### src/rtl/date_text_to_epoch_parser_top_macros.svh
// assertion macros for the date text to epoch parser
// used by the controller and datapath, which supply clk_i and rst_ni
`ifndef DATE_TEXT_TO_EPOCH_PARSER_TOP_MACROS_SVH
`define DATE_TEXT_TO_EPOCH_PARSER_TOP_MACROS_SVH

// same-cycle implication
`define DTEP_ASSERT_IMP(lbl, ante, cons) \
  lbl: assert property (@(posedge clk_i) disable iff (!rst_ni) (ante) |-> (cons)) \
    else $error("dtep same-cycle check failed");

// next-cycle implication
`define DTEP_ASSERT_NXT(lbl, ante, cons) \
  lbl: assert property (@(posedge clk_i) disable iff (!rst_ni) (ante) |=> (cons)) \
    else $error("dtep next-cycle check failed");

`endif

### src/rtl/dtep_pkg.sv
// shared types, constants and tables for the date text to epoch parser
// no dependencies
package dtep_pkg;

  localparam logic [13:0] ACC_CAP      = 14'd10000;
  localparam logic [22:0] DAYS_OFFSET  = 23'd865565;
  localparam logic [7:0]  CH_MINUS     = 8'd45;
  localparam logic [7:0]  CH_SLASH     = 8'd47;
  localparam logic [7:0]  CH_SPACE     = 8'd32;
  localparam logic [7:0]  CH_COLON     = 8'd58;
  localparam logic [7:0]  CH_PLUS      = 8'd43;
  localparam logic [7:0]  CH_ZERO      = 8'd48;
  localparam logic [7:0]  CH_NINE      = 8'd57;

  typedef enum logic [3:0] {
    PH_YEAR, PH_MONTH, PH_DAY, PH_HOUR, PH_MINUTE, PH_SECOND,
    PH_ZSIGN, PH_ZH1, PH_ZH2, PH_ZM1, PH_ZM2, PH_DONE
  } phase_e;

  typedef enum logic [2:0] {
    CS_TAKE, CS_CALC_A, CS_CALC_B, CS_CALC_C, CS_FIN
  } ctl_state_e;

  typedef struct packed {
    logic take;
    logic calc_a;
    logic calc_b;
    logic calc_c;
    logic finish;
  } dtep_cmd_t;

  typedef struct packed {
    logic out_pending;
  } dtep_status_t;

  // days from march 1 to the first of the given month
  function automatic logic [8:0] cum_days(input logic [3:0] month);
    logic [8:0] r;
    unique case (month)
      4'd3:    r = 9'd0;
      4'd4:    r = 9'd31;
      4'd5:    r = 9'd61;
      4'd6:    r = 9'd92;
      4'd7:    r = 9'd122;
      4'd8:    r = 9'd153;
      4'd9:    r = 9'd184;
      4'd10:   r = 9'd214;
      4'd11:   r = 9'd245;
      4'd12:   r = 9'd275;
      4'd1:    r = 9'd306;
      4'd2:    r = 9'd337;
      default: r = 9'd0;
    endcase
    return r;
  endfunction

endpackage

### src/rtl/dtep_ctrl.sv
// controller state machine for the date text to epoch parser
// depends on dtep_pkg and the assertion macro header
`include "date_text_to_epoch_parser_top_macros.svh"

module dtep_ctrl (
  input  logic                  clk_i,
  input  logic                  rst_ni,
  input  logic                  in_valid_i,
  input  logic                  last_char_i,
  input  logic                  out_stall_i,
  input  dtep_pkg::dtep_status_t status_i,
  output logic                  in_stall_o,
  output dtep_pkg::dtep_cmd_t   cmd_o
);
  import dtep_pkg::*;

  ctl_state_e state_q, state_d;

  always_ff @(posedge clk_i or negedge rst_ni) begin
    if (!rst_ni) begin
      state_q <= CS_TAKE;
    end else begin
      state_q <= state_d;
    end
  end

  always_comb begin
    state_d    = state_q;
    in_stall_o = 1'b1;
    cmd_o      = '0;
    unique case (state_q)
      CS_TAKE: begin
        in_stall_o = 1'b0;
        cmd_o.take = in_valid_i;
        if (in_valid_i && last_char_i) begin
          state_d = CS_CALC_A;
        end
      end
      CS_CALC_A: begin
        cmd_o.calc_a = 1'b1;
        state_d      = CS_CALC_B;
      end
      CS_CALC_B: begin
        cmd_o.calc_b = 1'b1;
        state_d      = CS_CALC_C;
      end
      CS_CALC_C: begin
        cmd_o.calc_c = 1'b1;
        state_d      = CS_FIN;
      end
      CS_FIN: begin
        if (!(status_i.out_pending && out_stall_i)) begin
          cmd_o.finish = 1'b1;
          state_d      = CS_TAKE;
        end
      end
      default: begin
        state_d = CS_TAKE;
      end
    endcase
  end

  `DTEP_ASSERT_NXT(a_last_starts_calc, in_valid_i && !in_stall_o && last_char_i,
                   state_q == CS_CALC_A)
  `DTEP_ASSERT_IMP(a_cmd_onehot, 1'b1,
                   $onehot0({cmd_o.take, cmd_o.calc_a, cmd_o.calc_b, cmd_o.calc_c, cmd_o.finish}))

endmodule

### src/rtl/dtep_dpath.sv
// datapath for the date text to epoch parser: field parsing and epoch arithmetic
// depends on dtep_pkg and the assertion macro header
`include "date_text_to_epoch_parser_top_macros.svh"

module dtep_dpath (
  input  logic                   clk_i,
  input  logic                   rst_ni,
  input  dtep_pkg::dtep_cmd_t    cmd_i,
  input  logic [7:0]             char_code_i,
  input  logic                   out_stall_i,
  output dtep_pkg::dtep_status_t status_o,
  output logic                   out_valid_o,
  output logic                   valid_res_o,
  output logic signed [38:0]     unix_time_o,
  output logic [18:0]            offset_seconds_o
);
  import dtep_pkg::*;

  // parse state
  phase_e      phase_q, phase_d;
  logic [13:0] acc_q, acc_d;
  logic [2:0]  cnt_q, cnt_d;
  logic [13:0] year_q, year_d;
  logic [3:0]  month_q, month_d;
  logic [4:0]  day_q, day_d;
  logic [4:0]  hour_q, hour_d;
  logic [5:0]  minute_q, minute_d;
  logic [5:0]  second_q, second_d;
  logic        zneg_q, zneg_d;
  logic [18:0] zone_q, zone_d;
  logic        err_q, err_d;

  // arithmetic stages
  logic               ok_q;
  logic [13:0]        y_q;
  logic [6:0]         y100_q;
  logic [4:0]         y400_q;
  logic [8:0]         doy_q;
  logic signed [20:0] tz_q;
  logic signed [22:0] days_q;
  logic signed [38:0] prod_q;

  // output register
  logic               out_valid_q, out_valid_d;
  logic               res_q;
  logic signed [38:0] unix_q;
  logic [18:0]        offset_q;

  logic        dig, sep;
  logic [3:0]  dval;
  logic [16:0] acc_next;

  assign dig      = (char_code_i >= CH_ZERO) && (char_code_i <= CH_NINE);
  assign dval     = dig ? char_code_i[3:0] : 4'd0;
  assign sep      = (char_code_i == CH_MINUS) || (char_code_i == CH_SLASH);
  assign acc_next = 17'(acc_q) * 17'd10 + 17'(dval);

  always_comb begin
    phase_d  = phase_q;
    acc_d    = acc_q;
    cnt_d    = cnt_q;
    year_d   = year_q;
    month_d  = month_q;
    day_d    = day_q;
    hour_d   = hour_q;
    minute_d = minute_q;
    second_d = second_q;
    zneg_d   = zneg_q;
    zone_d   = zone_q;
    err_d    = err_q;
    if (cmd_i.finish) begin
      phase_d  = PH_YEAR;
      acc_d    = '0;
      cnt_d    = '0;
      year_d   = '0;
      month_d  = '0;
      day_d    = '0;
      hour_d   = '0;
      minute_d = '0;
      second_d = '0;
      zneg_d   = 1'b0;
      zone_d   = '0;
      err_d    = 1'b0;
    end else if (cmd_i.take && !err_q) begin
      if (dig && (phase_q <= PH_SECOND)) begin
        acc_d = (acc_next > 17'(ACC_CAP)) ? ACC_CAP : acc_next[13:0];
        if (cnt_q < 3'd7) begin
          cnt_d = cnt_q + 3'd1;
        end
      end else begin
        unique case (phase_q)
          PH_YEAR: begin
            if (!sep || cnt_q < 3'd2 || acc_q >= ACC_CAP) begin
              err_d = 1'b1;
            end else begin
              year_d  = acc_q;
              phase_d = PH_MONTH;
              acc_d   = '0;
              cnt_d   = '0;
            end
          end
          PH_MONTH: begin
            if (!sep || acc_q < 14'd1 || acc_q > 14'd12) begin
              err_d = 1'b1;
            end else begin
              month_d = acc_q[3:0];
              phase_d = PH_DAY;
              acc_d   = '0;
              cnt_d   = '0;
            end
          end
          PH_DAY: begin
            if (char_code_i != CH_SPACE || acc_q < 14'd1 || acc_q > 14'd31) begin
              err_d = 1'b1;
            end else begin
              day_d   = acc_q[4:0];
              phase_d = PH_HOUR;
              acc_d   = '0;
              cnt_d   = '0;
            end
          end
          PH_HOUR: begin
            if (char_code_i != CH_COLON || acc_q > 14'd24) begin
              err_d = 1'b1;
            end else begin
              hour_d  = acc_q[4:0];
              phase_d = PH_MINUTE;
              acc_d   = '0;
              cnt_d   = '0;
            end
          end
          PH_MINUTE: begin
            if ((char_code_i != CH_COLON && char_code_i != CH_SPACE) || acc_q > 14'd59) begin
              err_d = 1'b1;
            end else begin
              minute_d = acc_q[5:0];
              second_d = '0;
              phase_d  = (char_code_i == CH_COLON) ? PH_SECOND : PH_ZSIGN;
              acc_d    = '0;
              cnt_d    = '0;
            end
          end
          PH_SECOND: begin
            if (char_code_i != CH_SPACE || acc_q > 14'd61) begin
              err_d = 1'b1;
            end else begin
              second_d = acc_q[5:0];
              phase_d  = PH_ZSIGN;
              acc_d    = '0;
              cnt_d    = '0;
            end
          end
          PH_ZSIGN: begin
            if (char_code_i == CH_PLUS) begin
              zneg_d  = 1'b0;
              phase_d = PH_ZH1;
            end else if (char_code_i == CH_MINUS) begin
              zneg_d  = 1'b1;
              phase_d = PH_ZH1;
            end else begin
              err_d = 1'b1;
            end
          end
          PH_ZH1: begin
            if (!dig) begin
              err_d = 1'b1;
            end else begin
              zone_d  = 19'(dval) * 19'd36000;
              phase_d = PH_ZH2;
            end
          end
          PH_ZH2: begin
            if (!dig) begin
              err_d = 1'b1;
            end else begin
              zone_d  = zone_q + 19'(dval) * 19'd3600;
              phase_d = PH_ZM1;
            end
          end
          PH_ZM1: begin
            if (!dig) begin
              err_d = 1'b1;
            end else begin
              zone_d  = zone_q + 19'(dval) * 19'd600;
              phase_d = PH_ZM2;
            end
          end
          PH_ZM2: begin
            if (!dig) begin
              err_d = 1'b1;
            end else begin
              zone_d  = zone_q + 19'(dval) * 19'd60;
              phase_d = PH_DONE;
            end
          end
          default: begin
            err_d = 1'b1;
          end
        endcase
      end
    end
  end

  always_ff @(posedge clk_i or negedge rst_ni) begin
    if (!rst_ni) begin
      phase_q  <= PH_YEAR;
      acc_q    <= '0;
      cnt_q    <= '0;
      year_q   <= '0;
      month_q  <= '0;
      day_q    <= '0;
      hour_q   <= '0;
      minute_q <= '0;
      second_q <= '0;
      zneg_q   <= 1'b0;
      zone_q   <= '0;
      err_q    <= 1'b0;
    end else begin
      phase_q  <= phase_d;
      acc_q    <= acc_d;
      cnt_q    <= cnt_d;
      year_q   <= year_d;
      month_q  <= month_d;
      day_q    <= day_d;
      hour_q   <= hour_d;
      minute_q <= minute_d;
      second_q <= second_d;
      zneg_q   <= zneg_d;
      zone_q   <= zone_d;
      err_q    <= err_d;
    end
  end

  // end-of-text checks and first arithmetic stage
  logic               ok_c;
  logic [5:0]         min_eff, sec_eff;
  logic [13:0]        y_c;
  logic [23:0]        y100_prod, y400_prod;
  logic [16:0]        tod;
  logic signed [20:0] tod_s, zone_s;

  always_comb begin
    ok_c = !err_q && (((phase_q == PH_MINUTE) && (acc_q <= 14'd59)) ||
                      ((phase_q == PH_SECOND) && (acc_q <= 14'd61)) ||
                      (phase_q == PH_ZM1) || (phase_q == PH_DONE));
    min_eff = (phase_q == PH_MINUTE) ? acc_q[5:0] : minute_q;
    if (phase_q == PH_MINUTE) begin
      sec_eff = '0;
    end else if (phase_q == PH_SECOND) begin
      sec_eff = acc_q[5:0];
    end else begin
      sec_eff = second_q;
    end
    y_c       = year_q + 14'd400 - ((month_q <= 4'd2) ? 14'd1 : 14'd0);
    y100_prod = 24'(y_c[13:2]) * 24'd2622;
    y400_prod = 24'(y_c[13:4]) * 24'd2622;
    tod       = 17'(hour_q) * 17'd3600 + 17'(min_eff) * 17'd60 + 17'(sec_eff);
    tod_s     = $signed({4'b0, tod});
    zone_s    = $signed({2'b0, zone_q});
  end

  always_ff @(posedge clk_i) begin
    if (cmd_i.calc_a) begin
      ok_q   <= ok_c;
      y_q    <= y_c;
      y100_q <= y100_prod[22:16];
      y400_q <= y400_prod[20:16];
      doy_q  <= cum_days(month_q) + 9'(day_q) - 9'd1;
      tz_q   <= zneg_q ? (tod_s + zone_s) : (tod_s - zone_s);
    end
    if (cmd_i.calc_b) begin
      days_q <= $signed(23'(y_q) * 23'd365 + 23'(y_q[13:2]) + 23'(y400_q) + 23'(doy_q)
                        - 23'(y100_q) - DAYS_OFFSET);
    end
    if (cmd_i.calc_c) begin
      prod_q <= $signed(39'(days_q)) * 39'sd86400;
    end
  end

  always_comb begin
    out_valid_d = out_valid_q;
    if (cmd_i.finish) begin
      out_valid_d = 1'b1;
    end else if (out_valid_q && !out_stall_i) begin
      out_valid_d = 1'b0;
    end
  end

  always_ff @(posedge clk_i or negedge rst_ni) begin
    if (!rst_ni) begin
      out_valid_q <= 1'b0;
    end else begin
      out_valid_q <= out_valid_d;
    end
  end

  always_ff @(posedge clk_i) begin
    if (cmd_i.finish) begin
      res_q    <= ok_q;
      unix_q   <= ok_q ? (prod_q + 39'(tz_q)) : '0;
      offset_q <= ok_q ? zone_q : '0;
    end
  end

  assign status_o.out_pending = out_valid_q;
  assign out_valid_o          = out_valid_q;
  assign valid_res_o          = res_q;
  assign unix_time_o          = unix_q;
  assign offset_seconds_o     = offset_q;

  `DTEP_ASSERT_NXT(a_finish_loads_out, cmd_i.finish, out_valid_q)
  `DTEP_ASSERT_IMP(a_invalid_is_zero, out_valid_q && !res_q,
                   unix_q == '0 && offset_q == '0)
  `DTEP_ASSERT_NXT(a_finish_clears_parse, cmd_i.finish,
                   phase_q == PH_YEAR && !err_q && acc_q == '0)

endmodule

### src/rtl/date_text_to_epoch_parser_top.sv
// top level of the date text to epoch parser
// depends on dtep_pkg, dtep_ctrl and dtep_dpath
//
//   channel | direction | handshake               | payload
//   in      | input     | in_valid_i / in_stall_o | char_code_i, last_char_i
//   out     | output    | out_valid_o / out_stall_i | valid_res_o, unix_time_o,
//           |           |                         | offset_seconds_o
//
// one character beat per cycle while parsing; a beat marked last is followed by
// the epoch arithmetic (year split, day count, 86400 multiply, sum), during which
// the input stalls; the result sits in an output register; parsing of the next
// text starts while it waits, and the final step stalls only if the previous
// result is still held
// reset is asynchronous and active low and returns the parser to the year field
module date_text_to_epoch_parser_top (
  input  logic               clk_i,
  input  logic               rst_ni,
  input  logic               in_valid_i,
  output logic               in_stall_o,
  input  logic [7:0]         char_code_i,
  input  logic               last_char_i,
  output logic               out_valid_o,
  input  logic               out_stall_i,
  output logic               valid_res_o,
  output logic signed [38:0] unix_time_o,
  output logic [18:0]        offset_seconds_o
);
  import dtep_pkg::*;

  dtep_cmd_t    cmd;
  dtep_status_t status;

  dtep_ctrl u_ctrl (
    .clk_i       (clk_i),
    .rst_ni      (rst_ni),
    .in_valid_i  (in_valid_i),
    .last_char_i (last_char_i),
    .out_stall_i (out_stall_i),
    .status_i    (status),
    .in_stall_o  (in_stall_o),
    .cmd_o       (cmd)
  );

  dtep_dpath u_dpath (
    .clk_i            (clk_i),
    .rst_ni           (rst_ni),
    .cmd_i            (cmd),
    .char_code_i      (char_code_i),
    .out_stall_i      (out_stall_i),
    .status_o         (status),
    .out_valid_o      (out_valid_o),
    .valid_res_o      (valid_res_o),
    .unix_time_o      (unix_time_o),
    .offset_seconds_o (offset_seconds_o)
  );

endmodule

### config.mk
export PLATFORM = sky130hd
export DESIGN_NAME = date_text_to_epoch_parser_top
export DESIGN_NICKNAME = d
export VERILOG_FILES = /design/src/rtl/dtep_pkg.sv /design/src/rtl/dtep_ctrl.sv /design/src/rtl/dtep_dpath.sv /design/src/rtl/date_text_to_epoch_parser_top.sv
export VERILOG_INCLUDE_DIRS = /design/src /design/src/rtl
export SDC_FILE = /design/constraint.sdc
export NUM_CORES = 2
export LEC_CHECK = 0
export BUFFER_PORTS_ARGS = -buffer_cell sky130_fd_sc_hd__buf_2
export CAP_MARGIN = 20
export CORE_UTILIZATION = 30
export CTS_BUF_LIST = sky130_fd_sc_hd__clkbuf_16
export DETAILED_ROUTE_END_ITERATION = 8
export HOLD_SLACK_MARGIN = 0.02
export SLEW_MARGIN = 40
export SYNTH_ARGS = -nofsm -noshare
export SYNTH_HDL_FRONTEND = slang
export SYNTH_SLANG_ARGS = --single-unit
### constraint.sdc
create_clock -name clk_i -period 10 [get_ports clk_i]
set_input_delay 2 -clock clk_i [delete_from_list [all_inputs] [get_ports clk_i]]
set_output_delay 2 -clock clk_i [all_outputs]
set_load 0.005 [all_outputs]
==> impl_metrics.py <==
metrics = {
    "run_status": {
        "status": "finished clean",
    },
    "clock_network": {
        "post_cts_buffers": 0,
        "cts_hold_buf": 0,
        "htreeDepth": 1,
        "numCtsBuffers": 29,
        "root_buffer": "clkbuf_16",
        "clkLatencyLatePin_ns": 0.60,
        "cts_resized": 0,
        "clock_sinks": 253,
        "cts_buffer_depth": 3,
        "cts_tree": "built",
        "path_clk_slew_ns": 0.07,
    },
    "cells_and_area": {
        "final_cell_mix": "inv_1, ha_1, fa_1, nand2_1, o21ai_0",
        "layout.nets": 4177,
        "synthToLayoutAreaGrowth_pct": 9.67,
        "drive_gt1_share_pct": 5.67,
        "layout_commonest_cell": "inv_1",
        "diodes": 0,
    },
    "worst_setup_path": {
        "r2r_slack_ns": 1.45,
        "crit_arrival_ns": 8.94,
        "ff2ff_path_depth": 33,
        "cp-end-kind": "register",
        "r2r_start": "u_dpath.month_q[0]",
        "worstSetupPathType": "register to register",
        "r2r_end": "u_dpath.y100_q[5]",
        "crit_top_cell": "inv_1",
        "max_stage_delay_ns": 0.61,
        "cp-start-kind": "register",
        "cp_slowest_cell": "a2111oi_0",
        "cp_max_fo": 13,
        "required_ns": 10.39,
    },
    "grt": {
        "grt.total_usage_pct": 13.3,
        "grt_overflow": 0,
        "grt_pass1_vias": 22600,
        "grt_pass1_wl_um": 116000,
        "antenna_found_initial": 0,
        "grt_max_degree": 73,
    },
    "route": {
        "wirelength_um": 70400,
        "first_pass_iters": 8,
        "ant_nets": 0,
        "via_per_inst": 4.79,
        "drc_errors": 0,
        "wl_per_cell_um": 14.8,
        "route.vias.total": 22800,
        "first_iter_violations": 1217,
    },
    "synthesis": {
        "syn-cell-area_sq_mm": 0.0313,
        "yosys_warnings": 0,
        "synth.avg_cell_area_sq_um": 9.49,
        "synth_top_cell_by_area": "ha_1",
        "synth_area_leaders": "ha_1, edfxtp_1, fa_1, inv_1, dfrtp_1",
        "synth_top_area_share_pct": 22.6,
        "yosysSeqAreaShare_pct": 22.9,
        "syn_inst": 3296,
        "synth_cell_types": 96,
        "synth_ff_type": "edfxtp_1",
        "synth-async-reset-ratio_pct": 33.2,
        "ys_ff_latch": 253,
        "synth_edf_count": 169,
    },
    "sta": {
        "rsz0062_at_grt": "no",
        "setup_viol": 0,
        "timing.setup.tns_ns": 0,
        "tightest_slew_ns": 0.840,
        "max_freq_mhz": 117,
        "skew_ns": 0.0201,
        "hold_ws_ns": 0.480,
        "slew_headroom_pct": 43.6,
        "period_share_pct": 85.5,
        "slew_viol_final": 0,
        "fin_crit_ns": 8.55,
        "finalHoldViolCount": 0,
    },
    "worst_hold_path": {
        "hp-class": "register to register",
        "min-delay-start": "u_dpath.second_q[2]",
        "holdPathEnd": "u_dpath.second_q[2]",
        "hold_depth": 2,
    },
    "die": {
        "die_height_um": 325,
        "core_sq_mm": 0.103,
        "dieArea_sq_mm": 0.106,
        "initial_utilization_pct": 30.2,
        "num_rows": 118,
        "io-pin-count": 74,
        "dieWidth_um": 325,
    },
    "flow_run": {
        "drv_cap": 0,
    },
    "place": {
        "portBuffers": 71,
        "gp_congestion": 0.904,
        "dpl.hpwl_um": 57600,
    },
}
[layout make-up]
type / instances / area (sq um)
Clock buffer: 31 / 776
Clock inverter: 21 / 209
Fill cell: 10600 / 69200
Inverter: 598 / 2250
Multi-Input combinational cell: 2389 / 21600
Sequential cell: 253 / 7180
Tap cell: 1380 / 1730
Timing Repair Buffer: 94 / 531
[worst max-delay path: cells and delay by family, from the launching register on]
kind / cells / cell delay (ns)
adder cells (fa/ha/maj): 9 / 3.10
AO/OA/AOI/OAI: 11 / 2.79
XOR/XNOR: 1 / 0.14
AND/OR/NAND/NOR: 5 / 1.26
flip-flops: 1 / 0.41
buffers and inverters: 7 / 0.65
[sequential cells by signal, indices dropped and copies added (netlist names), 14 cells and up]
name	count
u_dpath.acc_q	14
u_dpath.prod_q	32
u_dpath.unix_time_o	39
u_dpath.zone_q	17
u_dpath.tz_q	21
u_dpath.year_q	14
u_dpath.offset_seconds_o	17
u_dpath.days_q	23
u_dpath.y_q	14
[synthesized netlist by cell type (all sizes together), types with 41 or more instances]
cell type	count
edfxtp	169
inv	594
ha	564
nand3	58
fa	235
nor2	162
xnor2	141
a21oi	175
clkbuf	41
o21ai	182
nand2	175
xor2	57
dfrtp	84
a21o	72
nor3	58
[metal layers]
metal	track usage, %	vias up	part of all wire (%)
met5	0	-	0
met1	18.5	10800	48
met3	1.42	85	4.5
li1	-	11500	-
met4	3.55	0	2.3
met2	21.9	422	46
[how the worst max path moves through the flow]
stage | depth (start not counted) | end | slack (ns) | startpoint
2_1_floorplan | 32 | u_dpath.y100_q[5] | 2.20 | u_dpath.month_q[0]
3_3_place_gp | 30 | u_dpath.y100_q[5] | 1.69 | u_dpath.month_q[0]
3_5_place_dp | 33 | u_dpath.y100_q[5] | 1.45 | u_dpath.month_q[0]
4_1_cts | 33 | u_dpath.y100_q[5] | 1.40 | u_dpath.month_q[0]
5_1_grt | 33 | u_dpath.y100_q[5] | 0.71 | u_dpath.month_q[0]
6_report | 33 | u_dpath.y100_q[5] | 1.45 | u_dpath.month_q[0]
[per-stage QoR]
| stage | instance area [sq um] | setup WS (ns) | util (%) | std cells |
|---|---|---|---|---|
| 5_1_grt | 34300 | 0.705 | 33.1 | 4766 |
| 6_report | 34300 | 1.45 | 33.1 | 4766 |
| 3_5_place_dp | 33300 | 1.45 | 32.2 | 4714 |
| 4_1_cts | 34300 | 1.40 | 33.1 | 4766 |
| 3_3_place_gp | 33300 | 1.69 | 32.2 | 4714 |
| 2_1_floorplan | 31300 | 2.20 | - | 3297 |
[cells by family after synthesis]
logic type	Yosys count	synth area share, %
other	1	0.0120
xor gates and xnor gates	198	5.54
muxes	14	0.496
and+or+nand+nor	672	10.8
AOI/OAI and AO/OA	704	14.6
DFF	253	22.9
adders and majority gates	799	37.6
buffers and inverters	655	8.05
Power is left out: the tool's default activity adds up to more than one toggle a clock period on the data nets, which glitch-free logic cannot reach.
